--- config.mk ---
export PLATFORM = sky130hd
export DESIGN_NAME = ppp_ram
export DESIGN_NICKNAME = d
export VERILOG_FILES = /design/src/rtl/core/assert_macros.svh /design/src/rtl/core/ppp_ram.sv
export SDC_FILE = /design/constraint.sdc
export NUM_CORES = 1
export LEC_CHECK = 0
export ABC_AREA = 1
export ABC_CLOCK_PERIOD_IN_PS = 1200
export BUFFER_PORTS_ARGS = -buffer_cell sky130_fd_sc_hd__buf_2
export CAP_MARGIN = 10
export CORE_MARGIN = 4
export CORE_UTILIZATION = 53
export CTS_CLUSTER_SIZE = 10
export DETAILED_ROUTE_END_ITERATION = 8
export HOLD_SLACK_MARGIN = 0.12
export PLACE_DENSITY = 0.78
export SLEW_MARGIN = 5
export SYNTH_ARGS = -nofsm -noshare
export SYNTH_HDL_FRONTEND = slang
export SYNTH_SLANG_ARGS = --single-unit
--- constraint.sdc ---
create_clock -name clk -period 1.2 [get_ports clk]
set_input_delay 0.24 -clock clk [delete_from_list [all_inputs] [get_ports clk]]
set_output_delay 0.24 -clock clk [all_outputs]
set_load 0.02 [all_outputs]
--- src/rtl/core/assert_macros.svh ---
// Assertion macros shared by the projected point-in-polygon RTL.
// They expect a clock named clk and an active-low reset named arst_n in scope.
`ifndef ASSERT_MACROS_SVH
`define ASSERT_MACROS_SVH

`ifndef SYNTHESIS
`define PPP_ASSERT(label, prop, msg) \
	label: assert property (@(posedge clk) disable iff (!arst_n) (prop)) else $error(msg);
`define PPP_ASSERT_NEVER(label, cond, msg) \
	label: assert property (@(posedge clk) disable iff (!arst_n) !(cond)) else $error(msg);
`else
`define PPP_ASSERT(label, prop, msg)
`define PPP_ASSERT_NEVER(label, cond, msg)
`endif

`endif

--- src/rtl/core/ppp_ram.sv ---
`timescale 1ns / 1ps
// Generic single-write, single-read RAM with a registered read port.
// No dependencies.
module ppp_ram #(
	parameter int WIDTH = 8,
	parameter int DEPTH = 16
) (
	input  logic                     clk,
	input  logic                     we,
	input  logic [$clog2(DEPTH)-1:0] waddr,
	input  logic [WIDTH-1:0]         wdata,
	input  logic [$clog2(DEPTH)-1:0] raddr,
	output logic [WIDTH-1:0]         rdata
);

	logic [WIDTH-1:0] mem [DEPTH];

	always_ff @(posedge clk) begin
		if (we) begin
			mem[waddr] <= wdata;
		end
		rdata <= mem[raddr];
	end

endmodule

Word level (Yosys, flattened, before mapping)
Memory sizes are Yosys's and may differ from the RTL's. A register that Yosys moved wholly into a read port is not among the register bits.
Cells that the tools add are included.
{"block": "word_totals", "wordCells": 3, "reg_bits": 0, "mem_bits_ro": 0, "latch_bits": 0, "mem_count": 1, "in_bits": 18, "ram_bits": 128, "out_inout_bits": 8}
{"name": "mem", "depth": 16, "width": 8, "rd": 1, "rd_ports_with_merged_regs": 1, "write_ports": 1, "line_no": "ppp_ram.sv:16", "rtl": "logic [WIDTH-1:0] mem [DEPTH];"}
{"block": "classes", "shifts": 0, "muxes": 2, "n_mul": 0, "n_eq_ne": 0, "order_cmp": 0, "div": 0, "reduce_logical": 0, "addsub": 0, "n_bitwise": 0}
{"cell": "1-bit two-way mux", "count": 2}

Longest topological paths before layout
Gate-level depths: netlist of the first run.
{"block": "logic_depth", "word_depth": 2, "depth_mapped": 8, "depth_no_buf": 7}

Worst setup path after synthesis of the first run
OpenSTA, ideal clock, no wires.
{"block": "synth_path", "path_kind": "input port to flip-flop", "start": "input port waddr[3]", "end": "memory mem[4][0], enable pin", "arrival_time_ns": 0.821, "t_required_ns": 0.830, "stages": 2, "setup_time_ns": 0.370, "path_buffers": 0, "setup_slack_ns": 0.009, "path_cell_list": "nand3b_1 nor2_1"}
{"item": "from (decl)", "line_no": "ppp_ram.sv:10", "rtl": "input logic [$clog2(DEPTH)-1:0] waddr,"}
{"item": "to (decl)", "line_no": "ppp_ram.sv:16"}
Straight into the memory's write port.

Worst setup path in the final report of the first run
{"block": "layout_path", "start": "register rdata[2] (read register of mem)", "end": "output port rdata[2]"}
{"item": "from (decl)", "line_no": "ppp_ram.sv:13", "rtl": "output logic [WIDTH-1:0] rdata"}
No word-level cell between the ends.

==> impl_summary.txt, run 1 <==
----------------------------------------------------
[Synthesis]
  Average cell area after synthesis ... roughly 10 µm²
  Cells taking the most area after synthesis ... edfxtp_1 67%, nand2_1 11%, nand3_1 8.4%
  Post-synthesis adder-cell area fraction ... 0%
  Mux cell area share after synthesis ... 0%
  Number of instances in the synthesized netlist ... ~550
  Netlist cell types ... 12
  Post-synthesis compound-gate area fraction ... 0%
  Post-synthesis cell type with the largest combined area ... edfxtp_1
  Share of the synthesized area in the top cell type ... between 60% and 70%
  Post-Synth Simple-Gate Area ... between 20% and 30%
  Post-Synthesis Net Count ... roughly 570
  Number of storage elements in the synthesis netlist ... between 100 and 150
  Xor and xnor fraction of the mapped netlist area ... 0%
  Post-synthesis cell area ... between 0.005 and 0.006 mm²
  Largest family of logic cells by synthesized area ... simple AND/OR/NAND/NOR gates
  Count of yosys warnings during synthesis ... 0
  Sequential element share of the synthesized area ... slightly below 70%

[Final layout]
  Most frequent cells in the layout ... 173 x nand2_1, 128 x edfxtp_1, 100 x inv_1
  Growth of design area from synthesis to finish ... 19.07%
  Post-Route Utilization ... between 60% and 70%
  Post-route insts no fill ... roughly 760
  Final std cell area, no fill ... just under 0.007 mm²
  Most common cell after layout, fill and taps aside ... nand2_1
  Final net count ... 626
  Share of cells above drive strength 1 ... 15.94%
  Count of inserted antenna diode cells ... 0

[Clock tree]
  Clock Pin Slew Worst Setup and Hold Paths ... about 0.060 ns
  CTS tree ... done
  Clock Sinks ... approximately 140
  Number of CTS-inserted buffers ... 17
  Clk Latency, worst-skew pair ... between 0.5 and 0.6 ns
  Buffer cell driving the clock tree root ... clkbuf_8
  CTS Buffer Depth ... 2
  CTS H-tree lvls ... 4

[Global routing]
  Fraction of met2 tracks used by global routing ... about 36%
  All-layer global routing usage ... 20.99%
  Met3 Resource Use GR ... 5.175%
  Pin count of the biggest net entering global routing ... 35
  Routing layer with the top usage in global route ... met2
  Initial antenna violation count ... 0
  Via count of the first global-routing pass ... about 3.9k
  Total gr overflow ... 0
  Global-route wire length before repair ... between 15 and 20 mm
  GR Util met1 ... 25.53%

[STA]
  RSZ-0062 raised after global routing ... yes
  Least-Margin Pin Slew ... about 0.33 ns
  Final number of hold-violating endpoints ... 0
  Minimum setup slack in the final design ... -0.04607 ns
  Total count of max-transition violations in the final report ... 0
  Achievable frequency ... ~800 MHz
  Minimum period implied by the final worst setup slack ... about 1.2 ns
  Hold slack ... around 0.14 ns
  Worst-case headroom to the max-slew limit ... about 80%
  Finish-stage setup viols ... 2
  Final critical-path share of the clock period ... 103.8%
  Worst-case clock skew ... 0.01083 ns

[Setup path]
  WP data required ... ~0.96 ns
  Arrival time reported for the critical path endpoint ... 1.01 ns
  Endpoint kind of the worst setup timing path ... output pin
  Family of cells with the greatest summed delay on the critical path ... flip-flops
  Cell with the largest stage delay on the worst path ... dfxtp_4
  Element type at the critical path start ... flip-flop
  Sequence of cells on the critical path ... buf_6
  Worst-case reg-to-reg path depth ... 6
  Critical path depth in cells ... 1
  Biggest fanout along the worst timing path ... 1
  Worst setup path class ... reg -> out
  Largest stage delay, worst path ... between 0.3 and 0.4 ns
  Number of buffers and inverters on the critical path ... 1

[Status]
  Outcome ... finished with violations
  Failing checks ... setup timing

[Placed design]
  Placed Instances ... 720
  Half-perimeter wire length after placement ... 8.301 mm
  Port bufs ... 25
  Worst slack at placement ... -0.09443 ns
  Gp weighted congestion ... approximately 0.93
  Cell area reported after detailed placement ... 0.006198 mm²

[Drt]
  DR vias ... a little under 4k
  Final routed DRC violation total ... 0
  DR iter-0 viols ... ~350
  Via density per instance ... approximately 5.1
  Total routed wirelength ... approximately 13 mm
  Final ANT Viol Nets ... 0
  Number of detailed-routing iterations run before antenna repair ... 5
  Wirelength per Cell ... 16.55 µm

[Die]
  Height of the chip ... roughly 110 µm
  Initial Util ... about 55%
  Area enclosed by the die boundary ... ~0.013 mm²
  Ports ... 26
  Standard cell core area ... between 0.01 and 0.015 mm²
  Row Count ... 37
  Chip width ... about 110 µm

[Power]
  Static leakage ... between 3 and 4 nW
  Peak supply drop ... about 0.93 mV
  Power density over the cells ... ~1600 mW/mm²

[Worst hold path]
  Type of the worst min-delay path ... in -> reg
  Worst Hold Path Cells ... 1

[Flow run]
  MaxCap Viol Count ... 0

----------------------------------------------------
[per-layer routing]
layer / wire length, µm / vias to the layer above
li1: - / 1889
met1: 4968 / 1824
met2: 6469 / 157
met3: 790 / 26
met4: 297 / 0
met5: 0 / -
[worst paths after layout]
path	startpoint	end	slack, ns
worst min-delay path	wdata[2]	mem[14][2]$_DFFE_PP_	0.14
worst max register to register	mem[5][0]$_DFFE_PP_	rdata[0]$_DFF_P_	0.17
worst max-delay path	rdata[2]$_DFF_P_	rdata[2]	-0.05
worst min register to register	mem[11][4]$_DFFE_PP_	rdata[4]$_DFF_P_	0.67
[cell usage after synthesis]
| cell type | count |
|---|---|
| edfxtp_1 | 128 |
| nand3b_1 | 2 |
| nand3_1 | 97 |
| inv_1 | 100 |
| nand2_1 | 173 |
| buf_4 | 4 |
| nor2_1 | 17 |
| dfxtp_1 | 8 |
| inv_2 | 2 |
| buf_1 | 1 |
| buf_6 | 6 |
| buf_2 | 13 |
[state kept, by name, indices dropped and copies added (netlist names)]
signal  cells
rdata       8
mem       128
[metrics by stage]
| step | total power [mW] | setup TNS, ns |
|---|---|---|
| after CTS | 10.94 | -0.2415 |
| after detailed placement | 6.152 | -3.881 |
| after global routing | 11.22 | -0.2768 |
| after floorplan | 5.848 | 0 |
| after global placement | 6.125 | -0.6332 |
| final | 10.86 | -0.05528 |
[kinds of logic after synthesis]
kind of cell / after synthesis
buf+inv: 126
flops: 136
simple gates: 289
[power by group]
part           internal (mW)  leakage (nW)  total [mW]  switching (mW)
Sequential              5.32          1.22        5.36          0.0386
Combinational          0.277          1.51       0.763           0.487
Clock                   2.80         0.263        4.74            1.94
[area by class of cell]
cell class / instances / area [µm²]
inverter: 102 / 382.9
sequential: 136 / 4016
fill: 791 / 3596
clock inverter: 14 / 127.6
clock buffer: 18 / 427.9
multi-input combinational: 289 / 1214
tap: 136 / 170.2
timing repair buffer: 62 / 528.0
[what timing repair did]
item,in CTS,in global routing
endpoints found under the setup margin,8,8
setup buffers,0,0
gates resized for setup,25,0
hold endpoints to repair,80,0
hold buffers,5,0
Note: power is estimated with default switching activity, not from simulation.
==> run 2, diff against run 1 <==
--- a/config.mk
+++ b/config.mk
@@ -10,11 +10,11 @@
 export BUFFER_PORTS_ARGS = -buffer_cell sky130_fd_sc_hd__buf_2
 export CAP_MARGIN = 10
 export CORE_MARGIN = 4
-export CORE_UTILIZATION = 53
+export CORE_UTILIZATION = 55
 export CTS_CLUSTER_SIZE = 10
 export DETAILED_ROUTE_END_ITERATION = 8
 export HOLD_SLACK_MARGIN = 0.12
-export PLACE_DENSITY = 0.78
+export PLACE_DENSITY = 0.8
 export SLEW_MARGIN = 5
 export SYNTH_ARGS = -nofsm -noshare
 export SYNTH_HDL_FRONTEND = slang
==> constraint.sdc (replaced) <==
create_clock -name clk -period 1.2 [get_ports clk]
set_input_delay 0.18 -clock clk [delete_from_list [all_inputs] [get_ports clk]]
set_output_delay 0.18 -clock clk [all_outputs]
set_load 0.02 [all_outputs]
==> impl_summary.txt, run 2 (synthesis results as in run 1) <==
----------------------------------------------------
[Status]
  Outcome ... finished, final reports clean

[Clock tree]
  Clock Sinks ... 136
  Postcts setup bufs ... 0
  CTS H-tree lvls ... 4
  Clk Latency, worst-skew pair ... between 0.5 and 0.6 ns
  Clock Pin Slew Worst Setup and Hold Paths ... approximately 0.060 ns
  CTS tree ... done
  CTS Buffer Depth ... 2
  Buffer cell driving the clock tree root ... clkbuf_8
  Number of CTS-inserted buffers ... 17

[Final layout]
  Growth of design area from synthesis to finish ... 18.64%
  Top register by number of flip-flops ... mem
  Flip-flop count of the largest register, all copies and words added ... 128
  Count of inserted antenna diode cells ... 0
  Share of cells above drive strength 1 ... roughly an eighth
  Most common cell after layout, fill and taps aside ... nand2_1
  Final net count ... approximately 630
  Biggest registers after layout ... mem: 128 flops, rdata: 8 flops
  Most frequent cells in the layout ... 173 x nand2_1, 128 x edfxtp_1, 100 x inv_1
  Final std cell area, no fill ... between 0.006 and 0.007 mm²

[Drt]
  Final routed DRC violation total ... 0
  Via density per instance ... about 5.3
  Final ANT Viol Nets ... 0
  DR iter-0 viols ... around 390
  Wirelength per Cell ... approximately 17 µm
  Number of detailed-routing iterations run before antenna repair ... 5
  DR vias ... about 4k
  Total routed wirelength ... approximately 13 mm

[Placed design]
  Port bufs ... 25
  Half-perimeter wire length after placement ... around 8 mm
  Gp weighted congestion ... between 0.8 and 0.9
  Cell area reported after detailed placement ... a little over 0.006 mm²

[Power]
  Relative contribution of sequential cells to total power ... approximately 48%
  Peak supply drop ... 1.317 mV
  Fraction of power spent switching nets ... a little over a fifth
  Power density over the cells ... between 1500 and 2000 mW/mm²
  Switching power total ... 2.336 mW
  Total power draw ... around 11 mW
  Power Internal ... between 8 and 9 mW
  Clk network pwr share ... between 40 and 50%
  Static leakage ... 2.998 nW
  Power share of the combinational group ... about 6.9%

[Global routing]
  Initial antenna violation count ... 0
  Pin count of the biggest net entering global routing ... 33
  Global-route wire length before repair ... between 20 and 25 mm
  Via count of the first global-routing pass ... 3,945
  All-layer global routing usage ... a little under a quarter
  Total gr overflow ... 0

[Setup path]
  Arrival time reported for the critical path endpoint ... approximately 1 ns
  Sequence of cells on the critical path ... buf_4
  Number of buffers and inverters on the critical path ... 1
  WP data required ... 1.02 ns
  Worst setup path class ... reg -> out
  Endpoint kind of the worst setup timing path ... output pin
  Cell with the largest stage delay on the worst path ... dfxtp_2
  Largest stage delay, worst path ... around 0.32 ns
  Family of cells with the greatest summed delay on the critical path ... flip-flops
  Register-to-register setup slack ... roughly 0.14 ns
  Element type at the critical path start ... flip-flop
  Biggest fanout along the worst timing path ... 1

[STA]
  Total count of max-transition violations in the final report ... 0
  Final critical-path share of the clock period ... a little over nine tenths
  Minimum period implied by the final worst setup slack ... 1.157 ns
  Worst-case clock skew ... approximately 0.010 ns
  Aggregate negative setup slack ... 0 ns
  Worst-case headroom to the max-slew limit ... 74.19%
  Achievable frequency ... a little under 900 MHz
  RSZ-0062 raised after global routing ... no
  Final number of hold-violating endpoints ... 0
  Least-Margin Pin Slew ... ~0.39 ns
  Finish-stage setup viols ... 0

[Die]
  Height of the chip ... between 100 and 150 µm
  Standard cell core area ... between 0.01 and 0.015 mm²
  Initial Util ... 56.11%
  Chip width ... 110.4 µm
  Ports ... 26
  Row Count ... 37
  Area enclosed by the die boundary ... between 0.01 and 0.015 mm²

[Flow run]
  MaxCap Viol Count ... 0

[Worst hold path]
  Type of the worst min-delay path ... in -> reg

----------------------------------------------------
[run 2: final timing paths]
check	from	to	cells past startpoint
min	raddr[1]	rdata[4]$_DFF_P_	6
max	rdata[1]$_DFF_P_	rdata[1]	1
max reg2reg	mem[1][0]$_DFFE_PP_	rdata[0]$_DFF_P_	6
min reg2reg	mem[10][7]$_DFFE_PP_	rdata[7]$_DFF_P_	6
[run 2: power groups by stage]
stage	logic [mW]	registers [mW]	clock network, mW
2_1_floorplan	0.375	5.47	0
3_3_place_gp	0.693	5.44	0
3_5_place_dp	0.716	5.44	0
4_1_cts	0.754	5.34	5.00
5_1_grt	0.832	5.35	5.26
6_report	0.759	5.34	4.95
[run 2: area by class of cell]
class,instances,area [µm²]
flip-flops and latches,136,4005
fillers,769,3436
multi-input cells,289,1214
repair buffers,63,508.0
clock buffers,23,436.7
inverters,102,382.9
well taps,136,170.2
clock inverters,9,125.1
[run 2: layer usage]
metal	share of wire, %	global-route usage (%)
met1	38	29.98
met3	8.1	6.174
met2	51	40.16
met5	0	0
met4	2.4	8.619
[run 2: per-stage QoR]
step	util, %	instances	hold slack (ns)	setup slack [ns]
3_5_place_dp	60.02	716	0.5779	-0.06425
4_1_cts	66.50	758	0.2781	0.01429
6_report	66.57	758	0.3024	0.04304
5_1_grt	66.57	758	0.3168	0.002918
3_3_place_gp	60.02	716	0.5593	-0.02129
2_1_floorplan	-	551	0.2789	0.06916
[run 2: repair_timing]
action | in CTS | in global routing
endpoints found under the hold margin | 125 | 0
resized for setup | 2 | 3
hold buffers | 10 | 0
endpoints found under the setup margin | 1 | 3
gates cloned | 0 | 0
pin swaps | 0 | 0
