<file path="src/rtl/core/assert_macros.svh">
// Assertion macros shared by the projected point-in-polygon RTL.
// They expect a clock named clk and an active-low reset named arst_n in scope.
`ifndef ASSERT_MACROS_SVH
`define ASSERT_MACROS_SVH

`ifndef SYNTHESIS
`define PPP_ASSERT(label, prop, msg) \
	label: assert property (@(posedge clk) disable iff (!arst_n) (prop)) else $error(msg);
`define PPP_ASSERT_NEVER(label, cond, msg) \
	label: assert property (@(posedge clk) disable iff (!arst_n) !(cond)) else $error(msg);
`else
`define PPP_ASSERT(label, prop, msg)
`define PPP_ASSERT_NEVER(label, cond, msg)
`endif

`endif

</file>
<file path="src/rtl/core/ppp_pkg.sv">
`timescale 1ns / 1ps
// Shared types, codes and helpers of the projected point-in-polygon block.
// No dependencies; used by ppp_if, the edge unit, the sequencer and the top level.
package ppp_pkg;

	localparam int COORD_W      = 32;
	localparam int VTX_W        = 3 * COORD_W;
	localparam int DIFF_W       = COORD_W + 1;
	localparam int PROD_W       = 2 * DIFF_W;
	localparam int CMP_W        = PROD_W + 1;
	localparam int MAX_VERTICES = 64;

	typedef enum logic [1:0] {
		KIND_CLEAR  = 2'd0,
		KIND_APPEND = 2'd1,
		KIND_TEST   = 2'd2
	} kind_t;

	typedef enum logic [1:0] {
		AXIS_X    = 2'd0,
		AXIS_Y    = 2'd1,
		AXIS_Z    = 2'd2,
		AXIS_NONE = 2'd3
	} axis_t;

	typedef enum logic [2:0] {
		S_IDLE,
		S_PRIME,
		S_LOAD,
		S_EDGE,
		S_MUL2,
		S_DONE
	} seq_state_t;

	// Control from the sequencer to the edge unit.
	typedef struct packed {
		logic clear_par;
		logic load_prev;
		logic mul_first;
		logic mul_second;
	} edge_ctrl_t;

	// A point on the projection plane: horizontal and vertical coordinate.
	typedef struct packed {
		logic signed [COORD_W-1:0] h;
		logic signed [COORD_W-1:0] v;
	} proj_t;

	function automatic proj_t project(axis_t axis, logic signed [COORD_W-1:0] x,
			logic signed [COORD_W-1:0] y, logic signed [COORD_W-1:0] z);
		proj_t p;
		unique case (axis)
			AXIS_X:    begin p.h = y; p.v = z; end
			AXIS_Y:    begin p.h = z; p.v = x; end
			AXIS_Z:    begin p.h = x; p.v = y; end
			AXIS_NONE: begin p.h = '0; p.v = '0; end
			default:   begin p.h = '0; p.v = '0; end
		endcase
		return p;
	endfunction

endpackage

</file>
<file path="src/rtl/core/ppp_edge_unit.sv">
`timescale 1ns / 1ps
// Edge unit: straddle check, shared 33x33 multiplier and exact crossing compare.
// Depends on ppp_pkg.
module ppp_edge_unit (
	input  logic                               clk,
	input  logic                               arst_n,
	input  ppp_pkg::edge_ctrl_t                ctrl,
	input  ppp_pkg::proj_t                     cur,
	input  logic signed [ppp_pkg::COORD_W-1:0] th,
	input  logic signed [ppp_pkg::COORD_W-1:0] tv,
	output logic                               straddle,
	output logic                               parity
);

	localparam int DW = ppp_pkg::DIFF_W;
	localparam int PW = ppp_pkg::PROD_W;
	localparam int CW = ppp_pkg::CMP_W;

	logic signed [ppp_pkg::COORD_W-1:0] hj_q, vj_q;
	logic signed [DW-1:0] den, a, b, d, b_q, d_q, op_a, op_b;
	logic signed [PW-1:0] prod, prod_q;
	logic signed [CW-1:0] diff;
	logic den_neg_q, par_q, s_neg, s_pos, left;

	// Edge (j,i): j is the previous vertex, i the one read now.
	assign den = DW'(vj_q) - DW'(cur.v);
	assign a   = DW'(th) - DW'(cur.h);
	assign b   = DW'(hj_q) - DW'(cur.h);
	assign d   = DW'(tv) - DW'(cur.v);

	assign straddle = (cur.v > tv) != (vj_q > tv);

	// The one multiplier forms (th-hi)*den first, then (hj-hi)*(tv-vi).
	assign op_a = ctrl.mul_second ? b_q : a;
	assign op_b = ctrl.mul_second ? d_q : den;
	assign prod = op_a * op_b;

	assign diff  = CW'(prod_q) - CW'(prod);
	assign s_neg = diff[CW-1];
	assign s_pos = !s_neg && (diff != '0);
	assign left  = den_neg_q ? s_pos : s_neg;

	always_ff @(posedge clk) begin
		if (ctrl.load_prev) begin
			hj_q <= cur.h;
			vj_q <= cur.v;
		end
		if (ctrl.mul_first) begin
			prod_q    <= prod;
			b_q       <= b;
			d_q       <= d;
			den_neg_q <= den[DW-1];
		end
	end

	always_ff @(posedge clk or negedge arst_n) begin
		if (!arst_n) begin
			par_q <= 1'b0;
		end else if (ctrl.clear_par) begin
			par_q <= 1'b0;
		end else if (ctrl.mul_second) begin
			par_q <= par_q ^ left;
		end
	end

	assign parity = par_q;

endmodule

</file>
<file path="config.mk">
export PLATFORM = sky130hd
export DESIGN_NAME = ppp_edge_unit
export DESIGN_NICKNAME = d
export VERILOG_FILES = /design/src/rtl/core/assert_macros.svh /design/src/rtl/core/ppp_pkg.sv /design/src/rtl/core/ppp_edge_unit.sv
export SDC_FILE = /design/constraint.sdc
export NUM_CORES = 2
export LEC_CHECK = 0
export ABC_CLOCK_PERIOD_IN_PS = 35200
export BUFFER_PORTS_ARGS = -buffer_cell sky130_fd_sc_hd__buf_2
export CAP_MARGIN = 20
export CORE_MARGIN = 2
export CORE_UTILIZATION = 60
export CTS_CLUSTER_DIAMETER = 80
export DETAILED_ROUTE_END_ITERATION = 12
export GPL_TIMING_DRIVEN = 0
export PLACE_DENSITY = 0.78
export SYNTH_ARGS = -nofsm -noshare
export SYNTH_HDL_FRONTEND = slang
export SYNTH_SLANG_ARGS = --single-unit
export TNS_END_PERCENT = 100
</file>
<file path="constraint.sdc">
create_clock -name clk -period 35.2 [get_ports clk]
set_clock_uncertainty 0.05 [all_clocks]
set_input_delay 7.04 -clock clk [delete_from_list [all_inputs] [get_ports clk]]
set_output_delay 7.04 -clock clk [all_outputs]
set_load 0.02 [all_outputs]
</file>
Yosys cells after proc, flatten, opt, wreduce, memory -nomap -nowiden
Cells that the tools add are included.
Widths: inputs -> output; s select.
{"block": "op_classes", "n_addsub": 5, "n_mul": 1, "order_cmp": 2, "eq_ne": 1, "muxes": 5, "n_bitwise": 1, "reduce_logical": 4}
{"operator": "$sub 32x32->33", "count": 4}
{"operator": "$reduce_bool 67->1", "count": 1}
{"operator": "$sub 66x66->67", "count": 1}
{"operator": "$mul 33x33->66", "count": 1}
{"operator": "$mux 33", "count": 2}
{"operator": "$gt 32x32->1", "count": 2}
{"operator": "$mux 1", "count": 3}
{"operator": "$reduce_bool 2->1", "count": 1}
{"operator": "$logic_and 1x1->1", "count": 1}
{"operator": "$logic_not 1->1", "count": 1}
{"operator": "$ne 1x1->1", "count": 1}
{"operator": "$xor 1x1->1", "count": 1}
{"block": "totals", "reg_bits": 198, "inputBits": 134, "output_inout_bits": 2, "elab_cells": 26}

Longest topological paths before layout
{"block": "logic_depth", "ltp_word": 10, "mapped_depth": 61, "depth_no_buf": 59}

Least setup slack after synthesis
Ideal clock, no wire load.
{"block": "synth_path", "path_kind": "in2reg", "start": "input th[0] (netlist name)", "end": "register par_q (netlist: parity)", "setup_time_ns": 0.128, "arrival_ns": 21.490, "required_time_ns": 35.022, "path_slack_ns": 13.532, "cell_stages": 58, "path_buffers": 2, "cell_sequence": "inv_1 -> ha_1 -> inv_1 -> fa_1 -> a21o_1 -> a21oi_1 -> o21bai_1 -> a2111oi_0 -> o31ai_1 -> a31oi_1 -> o21ai_1 -> a31o_2 -> a21o_1 -> a21oi_1 -> mux2i_1 -> nand2_1 -> clkbuf_1 -> nand2_1 -> [... 22 more ...] -> o21bai_1 -> a31o_2 -> a221o_1 -> a21oi_1 -> xor2_1 -> ha_1 -> buf_4 -> nor2_2 -> or4_1 -> a2111oi_0 -> or4b_1 -> a2111oi_2 -> nand4_1 -> or4_1 -> or4_1 -> nor4_1 -> a21oi_1 -> mux2_1"}
{"block": "synth_between", "elab_chain_len": 10, "elab_cells_between_ends": 11, "classes_between": "2 x add/sub; 1 x mul; 4 x mux; 1 x bitwise; 3 x reduce/logical"}
{"item": "from (decl)", "line_no": "ppp_edge_unit.sv:9", "rtl": "input logic signed [ppp_pkg::COORD_W-1:0] th,"}
{"item": "$sub 32x32->33 (*)", "line_no": "ppp_edge_unit.sv:27", "rtl": "assign a = DW'(th) - DW'(cur.h);"}
{"item": "$mux 33 (*)", "line_no": "ppp_edge_unit.sv:34", "rtl": "assign op_a = ctrl.mul_second ? b_q : a;"}
{"item": "$mul 33x33->66 (*)", "line_no": "ppp_edge_unit.sv:36", "rtl": "assign prod = op_a * op_b;"}
{"item": "$sub 66x66->67 (*)", "line_no": "ppp_edge_unit.sv:38", "rtl": "assign diff = CW'(prod_q) - CW'(prod);"}
{"item": "$reduce_bool 67->1 / $logic_not 1->1 (equally long branches)", "line_no": "ppp_edge_unit.sv:40", "rtl": "assign s_pos = !s_neg && (diff != '0);"}
{"item": "$logic_and 1x1->1", "line_no": "ppp_edge_unit.sv:40"}
{"item": "$mux 1 (*)", "line_no": "ppp_edge_unit.sv:41", "rtl": "assign left = den_neg_q ? s_pos : s_neg;"}
{"item": "$xor 1x1->1 (*)", "line_no": "ppp_edge_unit.sv:62", "rtl": "par_q <= par_q ^ left;"}
{"item": "$mux 1 (*)", "line_no": "ppp_edge_unit.sv:61", "rtl": "end else if (ctrl.mul_second) begin"}
{"item": "$mux 1 (*)", "line_no": "ppp_edge_unit.sv:59", "rtl": "end else if (ctrl.clear_par) begin"}
{"item": "to (signal assigned)", "line_no": "ppp_edge_unit.sv:62"}
{"item": "to (decl)", "line_no": "ppp_edge_unit.sv:23", "rtl": "logic den_neg_q, par_q, s_neg, s_pos, left;"}
Mark *: on every way between the ends. The rest lies on a longest branch, timed or not. The select of a mux whose other input is x is not followed.
A chain may end at the register's enable or synchronous reset.

Worst setup path after layout
{"block": "layout_path", "start": "input cur[32] (netlist name)", "end": "register par_q (netlist: parity)"}
{"block": "layout_between", "elab_chain_len": 10, "elab_cells_between_ends": 11, "classes_between": "2 x add/sub; 1 x mul; 4 x mux; 1 x bitwise; 3 x reduce/logical"}
{"item": "from (decl)", "line_no": "ppp_edge_unit.sv:8", "rtl": "input ppp_pkg::proj_t cur,"}
{"item": "$sub 32x32->33 (*)", "line_no": "ppp_edge_unit.sv:27"}
{"item": "$mux 33 (*)", "line_no": "ppp_edge_unit.sv:34"}
{"item": "$mul 33x33->66 (*)", "line_no": "ppp_edge_unit.sv:36"}
{"item": "$sub 66x66->67 (*)", "line_no": "ppp_edge_unit.sv:38"}
{"item": "$reduce_bool 67->1 / $logic_not 1->1 (equally long branches)", "line_no": "ppp_edge_unit.sv:40"}
{"item": "$logic_and 1x1->1", "line_no": "ppp_edge_unit.sv:40"}
{"item": "$mux 1 (*)", "line_no": "ppp_edge_unit.sv:41"}
{"item": "$xor 1x1->1 (*)", "line_no": "ppp_edge_unit.sv:62"}
{"item": "$mux 1 (*)", "line_no": "ppp_edge_unit.sv:61"}
{"item": "$mux 1 (*)", "line_no": "ppp_edge_unit.sv:59"}
Marks and branches as above.

==> key figures <==
Status
  – Outcome: finished, final reports clean

Synth
  – Seq/Total Area, Yosys: 0.1059
  – Main flop type after synthesis: edfxtp_1
  – Post-synth EDFFs: 197
  – Post-Syn Nets: 7912
  – Synth Cell Area: 56110 µm²
  – Syn Inst Count: 6184
  – Syn Area/Cell: 9.073 µm²
  – Synth warnings: 0
  – Synth Register Bits: 198
  – Synth unique cells: 100
  – Post-synth ARST share: 0.005051

CTS
  – Root Buffer: clkbuf_16
  – H-tree Lvls: 4
  – Resize count post-CTS: 0
  – Worst-path clk slew: 90 ps
  – Number of hold buffers added after CTS: 0
  – Worst-skew pair later-pin latency: 530 ps
  – Setup Fix Bufs, Post-CTS: 0
  – CTS buffer count: 17
  – CTS tree: yes
  – CTS max path bufs: 2
  – CTS sink count: 198

GRT
  – Grt total ovfl: 0
  – Vias in the first global route: 47.11k
  – Largest net degree at the start of global routing: 68
  – Initial antenna violation count: 7
  – GRT Overall Usage: 0.4049
  – First-pass GRT wire length: 283300 µm

Timing
  – RSZ-0062 raised after global routing: no
  – Final setup violation count: 0
  – Slew HR: 0.1582
  – Slew Limit Fails: 0
  – Fmax: 39.41 MHz
  – Worst-Margin Slew: 1263 ps
  – Setup TNS: 0 ps
  – Final hold violation count: 0
  – Final period utilization: 0.7209
  – Final min period: 25380 ps

Min path
  – Hold Crit Start: parity
  – Hold Crit Depth: 2
  – Hold crit path type: reg -> reg
  – Hold worst-path end: parity

Die
  – Rows: 112
  – Die ar.: 95980 µm²
  – Top Ports: 136
  – Core area: 93050 µm²
  – Starting Density: 0.6030
  – Die width: 309.8 µm
  – Die Ht: 309.8 µm

Cells and area
  – Synth-to-Final Area Change: 5.849%
  – Reg area: 5941 µm²
  – Fill count: 8017
  – Area of the multi-input gates: 44490 µm²
  – Layout cell share with drive strength beyond 1: 0.04640
  – Most frequent cells in the layout: inv_1, fa_1, nand2_1
  – Final nets: 8094
  – Most common cell after layout, fill and taps aside: inv_1

Detailed routing
  – Vias per inst: 5.985
  – Total number of vias: 45.74k
  – DRT iter0 DRCs: 4935
  – DRC errors left: 0
  – Initial DRT Pass Iterations: 9
  – Detailed-route wire length: 188700 µm
  – Post-route ant nets: 0
  – Routed WL per cell: 24.69 µm

Worst setup path
  – Worst r2r src: vj_q[0]
  – Critical path required time: 35560 ps
  – Reg2Reg Setup Slack: 16390 ps
  – Critical path endpoint category: flip-flop
  – Worst Path Arrival: 25740 ps
  – Worst Reg-to-Reg Cells: 56
  – Crit start category: input pin
  – Slowest stage cell, crit path: o22ai_1
  – RR Endpoint: parity
  – Crit-path max FO: 10
  – Crit Path Class: in -> reg
  – Cell repeated most along the worst path: fa_1
  – Max incr delay on CP: 950 ps

Flow run
  – Max-Cap Viols: 0

Placement
  – Post-DP HPWL: 163800 µm
  – RePlAce Congestion: 1.038
  – Port Buffers: 135
sequential cells by signal (all words and copies together) (netlist names):
register	count
b_q	33
d_q	33
den_neg_q	1
hj_q	32
parity	1
prod_q	66
vj_q	32
worst max-delay path by stage:
stage | end | slack [ps] | start | cells past startpoint
finish | parity | 9820 | cur[32] | 55
global route | parity | 9000 | th[0] | 57
CTS | parity | 9960 | th[0] | 57
detailed placement | parity | 9420 | th[0] | 57
global placement | parity | 8240 | th[0] | 55
floorplan | parity | 13530 | th[0] | 58
cell usage after synthesis, types with 12 or more instances:
master	instances	share of area
a2111oi_0	12	0.0019
mux2i_1	19	0.0034
nand2b_1	54	0.0060
nor4_1	14	0.0016
or3_1	18	0.0020
xnor2_1	140	0.022
o21a_1	38	0.0051
o31ai_1	21	0.0028
xor2_1	51	0.0080
nor2_1	396	0.026
o21ai_0	135	0.012
and3_1	34	0.0038
o21ai_1	19	0.0017
nand3_1	53	0.0047
o21bai_1	39	0.0052
nand4_1	36	0.0040
nor3_1	68	0.0061
a31oi_1	42	0.0047
nand2_1	861	0.058
a21oi_1	237	0.021
buf_2	12	0.0011
or2_2	19	0.0021
nor2b_1	62	0.0069
a32oi_1	22	0.0034
clkbuf_1	212	0.014
edfxtp_1	197	0.11
o211ai_1	20	0.0027
a21o_1	138	0.018
fa_1	1150	0.41
a21boi_0	15	0.0020
a211oi_1	27	0.0036
ha_1	444	0.099
inv_1	1257	0.084
and2_1	109	0.012
buf_1	16	0.0011
cell families after synthesis:
group | Yosys count | synth area share
adder cells (fa/ha/maj) | 1594 | 0.5093
AND/OR/NAND/NOR | 1769 | 0.1402
flip-flops | 198 | 0.1059
AO/OA/AOI/OAI | 895 | 0.1066
XOR/XNOR | 191 | 0.02981
buffers and inverters | 1506 | 0.1024
multiplexers | 31 | 0.005798
layout make-up:
class                      count  area share
clock inverter                15    0.002886
inverter                    1257     0.07944
clock buffer                  17    0.007163
multi-input combinational   4480      0.7490
timing repair buffer         163     0.01734
sequential                   198      0.1000
antenna                        9   0.0003792
buffer                       249     0.01730
tap                         1254     0.02642
metal layers:
| layer | vias up | track usage | wire, µm | share of wire |
|---|---|---|---|---|
| li1 | 19840 | - | - | - |
| met1 | 22650 | 0.5023 | 68870 | 0.37 |
| met2 | 2634 | 0.6272 | 82900 | 0.44 |
| met3 | 603 | 0.1286 | 23760 | 0.13 |
| met4 | 6 | 0.2321 | 13100 | 0.069 |
| met5 | - | 0 | 41 | 0.00022 |
metrics by stage:
stage,cells,setup slack (ps),hold WS [ps],area [µm²],util
final,7642,9824,581.2,59390,0.6383
after global routing,7633,8996,624.7,59370,0.6380
after CTS,7629,9959,592.0,59310,0.6374
after detailed placement,7597,9416,570.4,58710,0.6309
after global placement,7573,8243,541.6,58350,0.6271
after floorplan,6184,13530,603.2,56110,-
critical path, delay by kind of cell:
family / cells / cell delay (ps)
AOI/OAI and AO/OA: 20 / 7480
adders and majority gates: 12 / 5490
and+or+nand+nor: 13 / 3630
buffers and inverters: 8 / 1660
muxes: 1 / 330
xor gates and xnor gates: 1 / 140
Power is left out: the tool's default activity adds up to more than one toggle a clock period on the data nets, which glitch-free logic cannot reach.
