[config.mk]
export PLATFORM = sky130hd
export DESIGN_NAME = ppp_seq
export DESIGN_NICKNAME = d
export VERILOG_FILES = /design/src/rtl/core/assert_macros.svh /design/src/rtl/core/ppp_pkg.sv /design/src/rtl/core/ppp_seq.sv
export SDC_FILE = /design/constraint.sdc
export NUM_CORES = 1
export LEC_CHECK = 0
export BUFFER_PORTS_ARGS = -buffer_cell sky130_fd_sc_hd__clkbuf_2
export CAP_MARGIN = 25
export CORE_AREA = 10 10 62 64
export CTS_CLUSTER_DIAMETER = 150
export DETAILED_ROUTE_END_ITERATION = 6
export DIE_AREA = 0 0 72 74
export HOLD_SLACK_MARGIN = 0.15
export RECOVER_POWER = 25
export SYNTH_ARGS = -nofsm -noshare
export SYNTH_HDL_FRONTEND = slang
export SYNTH_SLANG_ARGS = --single-unit
[constraint.sdc]
create_clock -name clk -period 6.62 [get_ports clk]
set_clock_uncertainty 0.05 [all_clocks]
set_input_delay 1.324 -clock clk [delete_from_list [all_inputs] [get_ports clk]]
set_output_delay 1.324 -clock clk [all_outputs]
set_load 0.02 [all_outputs]
[src/rtl/core/assert_macros.svh]
// Assertion macros shared by the projected point-in-polygon RTL.
// They expect a clock named clk and an active-low reset named arst_n in scope.
`ifndef ASSERT_MACROS_SVH
`define ASSERT_MACROS_SVH

`ifndef SYNTHESIS
`define PPP_ASSERT(label, prop, msg) \
	label: assert property (@(posedge clk) disable iff (!arst_n) (prop)) else $error(msg);
`define PPP_ASSERT_NEVER(label, cond, msg) \
	label: assert property (@(posedge clk) disable iff (!arst_n) !(cond)) else $error(msg);
`else
`define PPP_ASSERT(label, prop, msg)
`define PPP_ASSERT_NEVER(label, cond, msg)
`endif

`endif

[src/rtl/core/ppp_pkg.sv]
`timescale 1ns / 1ps
// Shared types, codes and helpers of the projected point-in-polygon block.
// No dependencies; used by ppp_if, the edge unit, the sequencer and the top level.
package ppp_pkg;

	localparam int COORD_W      = 32;
	localparam int VTX_W        = 3 * COORD_W;
	localparam int DIFF_W       = COORD_W + 1;
	localparam int PROD_W       = 2 * DIFF_W;
	localparam int CMP_W        = PROD_W + 1;
	localparam int MAX_VERTICES = 64;

	typedef enum logic [1:0] {
		KIND_CLEAR  = 2'd0,
		KIND_APPEND = 2'd1,
		KIND_TEST   = 2'd2
	} kind_t;

	typedef enum logic [1:0] {
		AXIS_X    = 2'd0,
		AXIS_Y    = 2'd1,
		AXIS_Z    = 2'd2,
		AXIS_NONE = 2'd3
	} axis_t;

	typedef enum logic [2:0] {
		S_IDLE,
		S_PRIME,
		S_LOAD,
		S_EDGE,
		S_MUL2,
		S_DONE
	} seq_state_t;

	// Control from the sequencer to the edge unit.
	typedef struct packed {
		logic clear_par;
		logic load_prev;
		logic mul_first;
		logic mul_second;
	} edge_ctrl_t;

	// A point on the projection plane: horizontal and vertical coordinate.
	typedef struct packed {
		logic signed [COORD_W-1:0] h;
		logic signed [COORD_W-1:0] v;
	} proj_t;

	function automatic proj_t project(axis_t axis, logic signed [COORD_W-1:0] x,
			logic signed [COORD_W-1:0] y, logic signed [COORD_W-1:0] z);
		proj_t p;
		unique case (axis)
			AXIS_X:    begin p.h = y; p.v = z; end
			AXIS_Y:    begin p.h = z; p.v = x; end
			AXIS_Z:    begin p.h = x; p.v = y; end
			AXIS_NONE: begin p.h = '0; p.v = '0; end
			default:   begin p.h = '0; p.v = '0; end
		endcase
		return p;
	endfunction

endpackage

[src/rtl/core/ppp_seq.sv]
`timescale 1ns / 1ps
// Sequencer: walks the stored vertices for one test and steers the edge unit.
// Depends on ppp_pkg.
module ppp_seq #(
	parameter int MAX = ppp_pkg::MAX_VERTICES
) (
	input  logic                       clk,
	input  logic                       arst_n,
	input  logic                       start,
	input  logic                       trivial,
	input  logic [$clog2(MAX+1)-1:0]   n,
	input  logic                       straddle,
	input  logic                       out_free,
	output logic [$clog2(MAX)-1:0]     rd_addr,
	output ppp_pkg::edge_ctrl_t        ctrl,
	output logic                       busy,
	output logic                       done
);

	localparam int AW = $clog2(MAX);
	localparam int CW = $clog2(MAX+1);

	ppp_pkg::seq_state_t state_q, state_d;
	logic [AW-1:0] idx_q, idx_d;
	logic [CW-1:0] nm1;
	logic          last;

	assign nm1  = n - CW'(1);
	assign last = (CW'(idx_q) == nm1);

	always_comb begin
		state_d = state_q;
		unique case (state_q)
			ppp_pkg::S_IDLE:  if (start) state_d = trivial ? ppp_pkg::S_DONE : ppp_pkg::S_PRIME;
			ppp_pkg::S_PRIME: state_d = ppp_pkg::S_LOAD;
			ppp_pkg::S_LOAD:  state_d = ppp_pkg::S_EDGE;
			ppp_pkg::S_EDGE: begin
				if (straddle) begin
					state_d = ppp_pkg::S_MUL2;
				end else if (last) begin
					state_d = ppp_pkg::S_DONE;
				end
			end
			ppp_pkg::S_MUL2:  state_d = last ? ppp_pkg::S_DONE : ppp_pkg::S_EDGE;
			ppp_pkg::S_DONE:  if (out_free) state_d = ppp_pkg::S_IDLE;
			default:          state_d = ppp_pkg::S_IDLE;
		endcase
	end

	always_comb begin
		ctrl    = '0;
		rd_addr = idx_q;
		idx_d   = idx_q;
		done    = 1'b0;
		unique case (state_q)
			ppp_pkg::S_IDLE:  ctrl.clear_par = start;
			ppp_pkg::S_PRIME: rd_addr = nm1[AW-1:0];
			ppp_pkg::S_LOAD: begin
				ctrl.load_prev = 1'b1;
				rd_addr        = '0;
				idx_d          = '0;
			end
			ppp_pkg::S_EDGE: begin
				if (straddle) begin
					ctrl.mul_first = 1'b1;
				end else begin
					ctrl.load_prev = 1'b1;
					if (!last) begin
						idx_d   = idx_q + AW'(1);
						rd_addr = idx_q + AW'(1);
					end
				end
			end
			ppp_pkg::S_MUL2: begin
				ctrl.mul_second = 1'b1;
				ctrl.load_prev  = 1'b1;
				if (!last) begin
					idx_d   = idx_q + AW'(1);
					rd_addr = idx_q + AW'(1);
				end
			end
			ppp_pkg::S_DONE:  done = out_free;
			default:          ctrl = '0;
		endcase
	end

	assign busy = (state_q != ppp_pkg::S_IDLE);

	always_ff @(posedge clk or negedge arst_n) begin
		if (!arst_n) begin
			state_q <= ppp_pkg::S_IDLE;
			idx_q   <= '0;
		end else begin
			state_q <= state_d;
			idx_q   <= idx_d;
		end
	end

endmodule

# ---- After elaboration in Yosys (flattened, before gate mapping)
# Index checks and enable logic that the tools add are counted.
dict set report word_totals {
  elab_cells 36
  regBits 9
  out_inout_bits 12
}
dict set report classes {
  n_eq_ne 9
  muxes 18
  n_reduce_logical 5
  add_sub_neg 2
}
# op count
set ops {}
lappend ops {{$pmux W6 S4} 1}
lappend ops {{$mux W3} 6}
lappend ops {{$pmux W3 S6} 1}
lappend ops {{$pmux W6 S3} 1}
lappend ops {{$mux W6} 2}
lappend ops {{$eq A6 B7 Y1} 1}
lappend ops {{$sub A7 B1 Y7 const B} 1}
lappend ops {{$add A6 B1 Y6 const B} 1}
lappend ops {{$eq A3 B2 Y1 const B} 2}
lappend ops {{$eq A3 B3 Y1 const B} 2}
lappend ops {{$mux W1} 6}
lappend ops {{$reduce_bool A3 Y1} 2}
lappend ops {{$ne A2 B2 Y1 const B} 2}
lappend ops {{$eq A3 B1 Y1 const B} 1}
lappend ops {{$logic_not A3 Y1} 1}
lappend ops {{$ne A3 B3 Y1 const B} 1}
lappend ops {{$reduce_and A3 Y1} 1}
lappend ops {{$pmux W1 S2} 1}
lappend ops {{$reduce_or A2 Y1} 1}

# ---- Depth between registers and ports, before layout
# Gate-level depths: netlist (run 1).
dict set report logic_depth {
  ltp_word 5
  ltp_mapped 9
  ltp_nobuf 8
}

# ---- Worst setup path after synthesis (run 1)
# OpenSTA, ideal clock, no wires.
dict set report synth_path {
  path_type {input to output}
  from {input n[0]}
  to {output rd_addr[2]}
  t_required_ns 5.246
  cell_stages 9
  path_slack_ns 1.999
  arrival_time_ns 3.247
  cell_sequence {inv_1 ha_1 or3b_4 nor3_2 xor2_1 nor3_2 or2_0 buf_2 o311ai_1}
}
dict set report synth_between {
  elab_chain_cells 5
}
# item line_no
set synth_lines {}
lappend synth_lines {{start: declaration} ppp_seq.sv:11} ;# input logic [$clog2(MAX+1)-1:0] n,
lappend synth_lines {{$sub A7 B1 Y7 (*)} ppp_seq.sv:28} ;# assign nm1 = n - CW'(1);
lappend synth_lines {{$eq A6 B7 Y1} ppp_seq.sv:29} ;# assign last = (CW'(idx_q) == nm1);
lappend synth_lines {{$mux W6 (2 in series)} --}
lappend synth_lines {{$pmux W6 S4 (*)} ppp_seq.sv:55} ;# unique case (state_q)
lappend synth_lines {{end: declaration} ppp_seq.sv:14} ;# output logic [$clog2(MAX)-1:0] rd_addr,
# Every way passes the cells marked *; elsewhere a longest branch is shown, timed or not.

# ---- Worst setup path in the final report (run 1)
dict set report layout_path {
  from {input n[0]}
  to {output rd_addr[1]}
}
# The elaborated chain is that of the path after synthesis.

==> results by group, run 1 <==
Floorplan
  – Die Ht: 74 um
  – Initial Util: between 30 and 40%
  – IO Pins: 25
  – Die X-Extent: 72 um
  – Core Rows: 19
  – Die footprint: approximately 5300 sq um
  – Placeable Area: 2660 sq um

Clock tree
  – Post-cts resize count: 0
  – CTS Buf Count: 3
  – Skew-Pair Late Insertion Delay: 250 ps
  – Hold-fix buffers, CTS: 0
  – Postcts setup bufs: 0
  – CTS tree: built
  – CTS sink cnt: 9
  – Clock Path Buffers: 2
  – CTS H-tree lvls: 1
  – Clock root cell: clkbuf_4
  – Clk pin slew, worst setup/hold paths: 50 ps

Yosys
  – Net Count, Synth: 142
  – Most frequent cells after synthesis: nand2_1 (13), nor2_1 (10)
  – Asr flop ratio synth: 100%
  – Yosys reg bits: 9
  – Main synth FF type: dfrtp_1
  – Synthesized cell area: ~960 sq um
  – Yosys Warn Count: 0
  – Largest area contributor in the netlist: dfrtp_1
  – Synth area leaders: dfrtp_1 (23%), xnor2_1 (8.2%), nand2_1 (5.1%)
  – Synth top area share: a little under a quarter
  – Post-synth EDFFs: 0
  – Post-synthesis cell type count: 38
  – Avg Inst Size Synth: 7.57 sq um
  – Top-count cell post-synth: nand2_1
  – Register area share after synthesis: 23.4%
  – Mapped Cells: 127

STA
  – Setup Viol. Count Final: 0
  – Final setup margin: 1380 ps
  – Pins Over Slew Limit: 0
  – RSZ-0062 raised after global routing: false
  – Min cycle time layout: 5240 ps
  – Fin crit share: 79.1%
  – Fmax: approximately 190 MHz
  – Rel. slew slack: 52.7%
  – Final Hold Fails: 0
  – Worst Tran Pin Value: roughly 700 ps
  – WHS: ~570 ps
  – Setup TNS: 0 ps

Setup path
  – CP most frequent cell: clkbuf_2
  – CP Class: in -> out
  – Slowest-stage cell, CP: nor3_2
  – Worst Path Required: 5250 ps
  – Crit-path cells: clkbuf_2, inv_1, ha_1, or3b_4, xnor2_1, nand4_1, nor3_2, or2_0, o221ai_1, clkbuf_2
  – CP Capture Type: primary output
  – Crit-path max FO: 13
  – Crit start category: input port
  – R2R depth: 6
  – Worst path arrival time: 3860 ps
  – CP max stage delay: 620 ps

Detailed routing
  – Drt drc: 0
  – Initial DRC Count: 50
  – WL final: 2440 um
  – Vias per cell: 5.48
  – Via count: a little under 1,000
  – Antenna-violating nets left: 0
  – Drt pass-1 iters: 4
  – Per-cell routed wire length: between 10 and 15 um

Place
  – IO buf count: 24
  – Dpl hpwl: 2010 um
  – Cells after DPL: 175
  – Setup WS pre-CTS: 1400 ps
  – Routability congestion estimate: 0.885

Worst hold path
  – Hold/Removal Path Class: reg -> reg
  – Hold depth: 2

Global routing
  – Pin count of the biggest net entering global routing: 16
  – Initial antenna violation count: 0
  – First-pass GRT wire length: 4280 um
  – Final global-route overflow total: 0
  – GRT Util Overall: 9.33%
  – Vias in the first global route: slightly below 1,000

Final layout
  – Filler Cell Count: between 200 and 300
  – Fin util: 41.4%
  – Area Growth Syn to Fin: 14.8%
  – Non-filler cells, final: 179
  – ANT cells: 0
  – Final nets: 164
  – Layout cell share with drive strength beyond 1: a little over a fifth

Outcome
  – Status: completed

Run
  – Number of max-cap violations: 0

Power
  – Leakage: 0.500 nW
  – PwrDens: 347 nW/um^2
  – Worst VDD drop: 0.159 mV
-- layout make-up --
class / count / area [sq um] / share of cell area (%)
Timing Repair Buffer: 24 / 119 / 10.8
Multi-Input combinational cell: 102 / 661 / 59.9
Tap cell: 31 / 38.8 / 3.51
Inverter: 9 / 33.8 / 3.06
Clock buffer: 4 / 26.3 / 2.38
Sequential cell: 9 / 225 / 20.4
-- power by group --
part	total (W)	internal [W]	switching [W]
clock	0.0000389	0.0000230	0.0000159
sequential	0.000106	0.0000697	0.0000360
combinational	0.000239	0.0000880	0.000151
-- kinds of logic (layout without fill, tap and decap cells) --
logic type / after synthesis / in the layout / share of synthesized area, %
adders and majority gates: 2 / 2 / 2.60
AOI/OAI and AO/OA: 37 / 37 / 26.2
buffers and inverters: 16 / 37 / 7.81
and+or+nand+nor: 48 / 48 / 26.2
xor gates and xnor gates: 14 / 14 / 12.8
DFF: 9 / 9 / 23.4
muxes: 1 / 1 / 1.04
-- worst max-delay path: cells and delay by family --
kind                       cells  cell delay [ps]
buffers and inverters          3              370
adders and majority gates      1              180
and+or+nand+nor                4             1630
AOI/OAI and AO/OA              1              180
xor gates and xnor gates       1              160
-- placed cells by master, fill, tap and decap left out, types with 2 or more instances in the layout --
cell,n
xor2_1,5
xnor2_1,9
o311ai_0,4
clkbuf_1,2
clkbuf_4,3
a21oi_1,9
o311ai_1,2
a22oi_1,3
nand2_1,13
or2_2,2
ha_1,2
inv_1,9
o21ai_0,6
nor2_1,10
clkbuf_2,23
o211ai_1,3
o31ai_1,2
nor3_2,2
nor3_1,2
nand2b_1,3
dfrtp_1,9
o221ai_1,3
nand3_1,8
-- final timing paths --
kind | slack (ps) | end | startpoint
worst min register to register | 570 | idx_q[5]$_DFFE_PN0P_ | idx_q[5]$_DFFE_PN0P_
min in group asynchronous | 940 | idx_q[5]$_DFFE_PN0P_ | arst_n
worst max-delay path | 1380 | rd_addr[1] | n[0]
max in group asynchronous | 5260 | state_q[0]$_DFFE_PN0P_ | arst_n
worst max register to register | 4170 | idx_q[5]$_DFFE_PN0P_ | idx_q[3]$_DFFE_PN0P_
worst min-delay path | 570 | idx_q[5]$_DFFE_PN0P_ | idx_q[5]$_DFFE_PN0P_
-- metrics by stage --
step / instance area [sq um] / total power (W)
after floorplan: 961 / 0.000285
after global placement: 1080 / 0.000346
after detailed placement: 1080 / 0.000346
after CTS: 1100 / 0.000388
after global routing: 1100 / 0.000422
final: 1100 / 0.000383
-- layer usage --
metal  wire length [um]  global-route usage [%]  up-vias
li1                   -                       -      501
met1               1120                    11.8      458
met2               1200                    15.6       20
met3                106                    1.20        2
met4                 13                    3.87        0
met5                  0                       0        -
-- flip-flops by register name, indices dropped and copies added, names as in the netlist --
signal	flops
state_q	3
idx_q	6
(Power assumes the default switching activity.)
==> run 2, diff against run 1 <==
clock period = 4.19 ns   (was 6.62 ns; I/O delays follow)
==> run 2 against run 1 <==
Against the previous run: final area rose by 1.4%; first-iteration DRC count decreased by 14%; clock power rose by 59%; largest cell class unchanged; highest routed layer unchanged.
==> results by group, run 2 (synthesis results as in run 1) <==
Outcome
  – Status: completed (unchanged)

Place
  – Cells after DPL: 177 (was 175)
  – Setup WS pre-CTS: 285 ps (was 1400 ps)
  – Routability congestion estimate: 0.893 (was 0.885)
  – IO buf count: 24 (unchanged)
  – Dpl hpwl: 2090 um (was 2010 um)

Clock tree
  – Clk pin slew, worst setup/hold paths: 60 ps (was 50 ps)
  – CTS H-tree lvls: 1 (unchanged)
  – Hold-fix buffers, CTS: 0 (unchanged)
  – CTS tree: built (unchanged)
  – Clock Path Buffers: 2 (unchanged)
  – CTS sink cnt: 9 (unchanged)
  – Clock root cell: clkbuf_4 (unchanged)
  – Skew-Pair Late Insertion Delay: 250 ps (about the same)
  – Postcts setup bufs: 0 (unchanged)
  – CTS Buf Count: 3 (unchanged)
  – Post-cts resize count: 0 (unchanged)

Final layout
  – Commonest non-fill, non-tap cell in the layout: clkbuf_2 (unchanged)
  – Final nets: 166 (was 164)
  – Non-filler cells, final: 181 (was 179)
  – Layout cell share with drive strength beyond 1: 22.7% (was 21.6%)
  – ANT cells: 0 (unchanged)
  – Filler Cell Count: 295 (was 291)
  – Largest regs: idx_q x6, state_q x3 (unchanged)
  – Area Growth Syn to Fin: 16.4% (was 14.8%)
  – Largest Register: idx_q (unchanged)
  – Max FFs per register: 6 (unchanged)
  – Fin util: 42.0% (was 41.4%)
  – Most frequent cells in the layout: clkbuf_2 (23), nand2_1 (13), nor2_1 (10) (unchanged)

Detailed routing
  – Antenna-violating nets left: 0 (unchanged)
  – Drt drc: 0 (unchanged)
  – Vias per cell: 5.44 (was 5.48)
  – Per-cell routed wire length: 13.9 um (was 13.6 um)
  – Drt pass-1 iters: 7 (was 4)
  – WL final: 2510 um (was 2440 um)
  – Via count: 984 (was 981)
  – Initial DRC Count: 43 (was 50)

Global routing
  – Busiest grt layer: met2 (unchanged)
  – Global-route met3 utilization: 1.73% (was 1.20%)
  – First-pass GRT wire length: 4140 um (was 4280 um)
  – Pin count of the biggest net entering global routing: 16 (unchanged)
  – GRT Util Overall: 9.22% (was 9.33%)
  – Initial antenna violation count: 0 (unchanged)
  – Vias in the first global route: 945 (was 968)
  – Global routing usage on met1: 10.9% (was 11.8%)
  – Grt met2 use: 15.5% (was 15.6%)
  – Final global-route overflow total: 0 (unchanged)

Power
  – Clk network pwr share: 10.0% (was 10.1%)
  – Flop pwr share: 27.1% (was 27.6%)
  – Combinational fraction of design power: 62.9% (was 62.3%)
  – Pwr Total: 0.000618 W (was 0.000383 W)
  – P_int: 0.000291 W (was 0.000181 W)
  – PwrDens: 553 nW/um^2 (was 347 nW/um^2)
  – Worst VDD drop: 0.284 mV (was 0.159 mV)
  – Net Sw Power: 0.000328 W (was 0.000202 W)
  – Leakage: 0.510 nW (was 0.500 nW)
  – Switching Fraction: 53.0% (was 52.8%)

STA
  – Min cycle time layout: roughly 4000 ps
  – RSZ-0062 raised after global routing: false (unchanged)
  – Final Hold Fails: 0 (unchanged)
  – Rel. slew slack: 57.7% (was 52.7%)
  – Setup Viol. Count Final: 0 (unchanged)
  – Fin crit share: 93.3%
  – Setup TNS: 0 ps (unchanged)
  – Pins Over Slew Limit: 0 (unchanged)
  – Final setup margin: 281 ps (was 1380 ps)
  – Worst Tran Pin Value: 630 ps (was 705 ps)
  – Fmax: 256 MHz

Setup path
  – Crit-path cells: clkbuf_2, inv_1, ha_1, or3b_4, nor3_2, xor2_1, nor3_2, buf_4, or4_1, nand3_1, clkbuf_2 (was clkbuf_2, inv_1, ha_1, or3b_4, xnor2_1, nand4_1, nor3_2, or2_0, o221ai_1, clkbuf_2)
  – Worst Path Required: 3300 ps (was 5250 ps)
  – Slowest-stage cell, CP: or4_1 (was nor3_2)
  – Crit start category: input port (unchanged)
  – CP Class: in -> out (unchanged)
  – Delay-heaviest family, CP: simple AND/OR/NAND/NOR gates (unchanged)
  – CP max stage delay: 490 ps (was 620 ps)
  – CP Capture Type: primary output (unchanged)
  – Worst path arrival time: 3020 ps (was 3860 ps)
  – R2R depth: 7 (was 6)
  – CP bufs+invs: 4 (was 3)
  – Critical R2R Capture: idx_q[5]$_DFFE_PN0P_ (unchanged)
  – R2r setup slk: 2170 ps (was 4170 ps)
  – Reg2Reg Launch Point: idx_q[3]$_DFFE_PN0P_ (unchanged)
  – Crit-path max FO: 7 (was 13)

Floorplan
  – Core Rows: 19 (unchanged)
  – Die X-Extent: 72 um (unchanged)
  – Placeable Area: 2660 sq um (unchanged)
  – Initial Util: 36.1% (unchanged)
  – IO Pins: 25 (unchanged)
  – Die Ht: 74 um (unchanged)
  – Die footprint: 5330 sq um (unchanged)

Worst hold path
  – Hold/Removal Path Class: in -> async (was reg -> reg)

Run
  – Number of max-cap violations: 0 (unchanged)
==> run 2: cell count changes in the layout (fill, tap and decap cells not counted) <==
cell | previous run | this run
buf_4 | 0 | 2
==> run 2: worst max-delay path by stage <==
stage | startpoint | end | slack (ps) | cells past startpoint
after floorplan | n[0] | rd_addr[2] | 540 | 9
after global placement | n[0] | rd_addr[1] | 350 | 11
after detailed placement | n[0] | rd_addr[4] | 280 | 11
after CTS | n[0] | rd_addr[4] | 280 | 11
after global routing | n[0] | rd_addr[2] | 60 | 11
final | n[0] | rd_addr[4] | 280 | 11
==> run 2: worst reg2reg max path, stage by stage, from the launching register on <==
cell      delay (ps)
dfrtp_1          460
xor2_1           220
xnor2_1          140
nand4_1          120
nor3_2           410
or2_0            200
buf_4            180
o221ai_1         110
==> run 2: layer usage <==
layer / part of all wire, % / wire length (um)
met5: 0 / 0
met4: 2.0 / 50
met3: 4.5 / 114
met2: 47 / 1170
met1: 47 / 1170
==> run 2: final cells by class <==
| cell class | count | area, sq um | area share (%) |
|---|---|---|---|
| Timing Repair Buffer | 26 | 134 | 12.0 |
| Tap cell | 31 | 38.8 | 3.47 |
| Sequential cell | 9 | 225 | 20.1 |
| Inverter | 9 | 33.8 | 3.02 |
| Clock buffer | 4 | 26.3 | 2.35 |
| Multi-Input combinational cell | 102 | 661 | 59.1 |
==> run 2: power groups by stage <==
stage	sequential [W]	clock [W]	combinational, W
after floorplan	0.000124	0	0.000326
after global placement	0.000166	0	0.000388
after detailed placement	0.000167	0	0.000391
after CTS	0.000166	0.0000659	0.000393
after global routing	0.000173	0.0000699	0.000432
final	0.000168	0.0000620	0.000389
==> run 2: metrics by stage <==
stage | hold slack [ps] | cell area [sq um]
after global placement | 524 | 1090
after global routing | 500 | 1120
final | 462 | 1120
after detailed placement | 529 | 1090
after CTS | 378 | 1120
after floorplan | 481 | 961
==> run 3, diff against run 2 <==
CELL_PAD_IN_SITES_DETAIL_PLACEMENT = 0   (was not set)
CELL_PAD_IN_SITES_GLOBAL_PLACEMENT = 1   (was not set)
CORE_AREA = 10 10 65 67   (was 10 10 62 64)
DIE_AREA = 0 0 75 77   (was 0 0 72 74)
PLACE_DENSITY_LB_ADDON = 0.1   (was not set)
==> run 3 against run 2 <==
Against the previous run: cell count increased by 1.1%; combinational power about the same; hold slack got worse by 14 ps; routed wire length increased by 2.7%; critical path depth unchanged; die area increased by 8.4%; via count decreased by 3.7%; sequential cell count unchanged; final area increased by 0.22%; global-route usage increased by 0.23 points; sequential share of layout area about the same; first-iteration DRC count decreased by 40%; critical path type unchanged; critical endpoint is now rd_addr[3].
==> results by group, run 3 (synthesis results as in run 1) <==
Setup path
  – Crit. path cell count: 11 (unchanged)
  – R2R depth: 7 (unchanged)
  – Critical R2R Capture: idx_q[5]$_DFFE_PN0P_ (unchanged)
  – Worst Path Required: 3300 ps (about the same)
  – CP most frequent cell: clkbuf_2
  – Reg2Reg Launch Point: idx_q[3]$_DFFE_PN0P_ (unchanged)
  – CP max stage delay: 440 ps (was 490 ps)
  – Slowest-stage cell, CP: nor3_2 (was or4_1)
  – Worst path arrival time: 3040 ps (was 3020 ps)
  – CP bufs+invs: 4 (unchanged)
  – CP Capture Type: primary output (unchanged)
  – Crit-path cells: clkbuf_2, inv_1, ha_1, or3b_4, xnor2_1, nand4_1, nor3_2, buf_4, o311ai_0, o311ai_1, clkbuf_2 (was clkbuf_2, inv_1, ha_1, or3b_4, nor3_2, xor2_1, nor3_2, buf_4, or4_1, nand3_1, clkbuf_2)
  – R2r setup slk: 2120 ps (was 2170 ps)
  – Delay-heaviest family, CP: simple AND/OR/NAND/NOR gates (unchanged)
  – Crit start category: input port (unchanged)
  – CP Class: in -> out (unchanged)
  – Crit-path max FO: 7 (unchanged)

Global routing
  – Initial antenna violation count: 0 (unchanged)
  – Pin count of the biggest net entering global routing: 16 (unchanged)
  – Final global-route overflow total: 0 (unchanged)
  – First-pass GRT wire length: 4410 um (was 4140 um)
  – Vias in the first global route: 950 (was 945)
  – GRT Util Overall: 9.45% (was 9.22%)

Place
  – Dpl hpwl: 2210 um (was 2090 um)
  – IO buf count: 24 (unchanged)
  – DP Area: 1100 sq um (was 1090 sq um)
  – Routability congestion estimate: 0.787 (was 0.893)

Clock tree
  – CTS Buf Count: 3 (unchanged)
  – CTS sink cnt: 9 (unchanged)
  – Clk pin slew, worst setup/hold paths: 50 ps (was 60 ps)
  – CTS tree: built (unchanged)
  – Hold-fix buffers, CTS: 0 (unchanged)
  – Postcts setup bufs: 0 (unchanged)
  – CTS H-tree lvls: 1 (unchanged)
  – Clock root cell: clkbuf_4 (unchanged)
  – Clock Path Buffers: 2 (unchanged)
  – Post-cts resize count: 0 (unchanged)
  – Skew-Pair Late Insertion Delay: 250 ps (about the same)

Run
  – Number of max-cap violations: 0 (unchanged)

Final layout
  – Final nets: 166 (unchanged)
  – Post-route design area: 1120 sq um (about the same)
  – Largest regs: idx_q x6, state_q x3 (unchanged)
  – Commonest non-fill, non-tap cell in the layout: clkbuf_2 (unchanged)
  – ANT cells: 0 (unchanged)
  – Largest Register: idx_q (unchanged)
  – Max FFs per register: 6 (unchanged)
  – Area Growth Syn to Fin: 16.7% (was 16.4%)
  – Most frequent cells in the layout: clkbuf_2 (23), nand2_1 (13), nor2_1 (10) (unchanged)
  – Layout cell share with drive strength beyond 1: 22.7% (unchanged)

STA
  – Setup TNS: 0 ps (unchanged)
  – Setup Viol. Count Final: 0 (unchanged)
  – Worst Tran Pin Value: 607 ps (was 630 ps)
  – Min cycle time layout: 3930 ps (was 3910 ps)
  – Fin crit share: 93.7% (was 93.3%)
  – Final Hold Fails: 0 (unchanged)
  – Fmax: 255 MHz (was 256 MHz)
  – RSZ-0062 raised after global routing: false (unchanged)
  – Rel. slew slack: 59.2% (was 57.7%)
  – Pins Over Slew Limit: 0 (unchanged)

Floorplan
  – Core Rows: 20 (was 19)
  – Initial Util: 32.3% (was 36.1%)
  – Die X-Extent: 75 um (was 72 um)
  – Placeable Area: 2980 sq um (was 2660 sq um)
  – IO Pins: 25 (unchanged)
  – Die Ht: 77 um (was 74 um)
  – Die footprint: 5780 sq um (was 5330 sq um)

Detailed routing
  – Via count: 948 (was 984)
  – Per-cell routed wire length: 14.1 um (was 13.9 um)
  – Drt drc: 0 (unchanged)
  – Drt pass-1 iters: 5 (was 7)
  – Initial DRC Count: 26 (was 43)
  – Vias per cell: 5.18 (was 5.44)
  – WL final: 2580 um (was 2510 um)
  – Antenna-violating nets left: 0 (unchanged)

Power
  – Worst VDD drop: 0.266 mV (was 0.284 mV)
  – PwrDens: 548 nW/um^2 (was 553 nW/um^2)
  – Leakage: 0.510 nW (unchanged)

Worst hold path
  – Hold/Removal Path Class: in -> async (unchanged)

Outcome
  – Status: completed (unchanged)
-- run 3: cell counts in the layout (fill, tap and decap cells not counted) --
Identical to the previous run, type by type.
-- run 3: per-layer routing --
| metal | share of wire [%] | global-route usage (%) | routed length (um) |
|---|---|---|---|
| met4 | 0.54 | 4.92 | 14 |
| met1 | 46 | 12.0 | 1200 |
| met5 | 0 | 0 | 0 |
| met3 | 5.9 | 1.67 | 153 |
| met2 | 47 | 14.6 | 1220 |
-- run 3: cell type report --
type / instances / area (sq um)
inverter: 9 / 33.8
fill: 322 / 1860
tap: 33 / 41.3
sequential: 9 / 225
clock buffer: 4 / 26.3
timing repair buffer: 26 / 134
multi-input combinational: 102 / 661
-- run 3: worst max-delay path by stage --
stage,from,endpoint
after global routing,n[0],rd_addr[1]
after global placement,n[0],rd_addr[4]
final,n[0],rd_addr[3]
after CTS,n[0],rd_addr[3]
after detailed placement,n[0],rd_addr[3]
after floorplan,n[0],rd_addr[2]
-- run 3: through the flow --
| step | power (W) | util (%) | setup slack [ps] | instances | hold WS, ps |
|---|---|---|---|---|---|
| after global placement | 0.000569 | 36.8 | 315 | 179 | 537 |
| final | 0.000614 | 37.6 | 265 | 183 | 448 |
| after detailed placement | 0.000560 | 36.8 | 251 | 179 | 538 |
| after CTS | 0.000627 | 37.7 | 248 | 183 | 367 |
| after floorplan | 0.000450 | - | 541 | 127 | 481 |
| after global routing | 0.000684 | 37.6 | 89.8 | 183 | 480 |
-- run 3: worst reg2reg max path: stages (launching register included) --
cell	delay, ps
dfrtp_1	460
xor2_1	200
xnor2_1	180
nand4_1	130
nor3_2	440
or2_0	200
buf_4	170
o221ai_1	110
-- run 3: report_power, final --
part           switching [W]  internal [W]
sequential         0.0000565      0.000110
clock              0.0000250     0.0000364
combinational       0.000242      0.000144
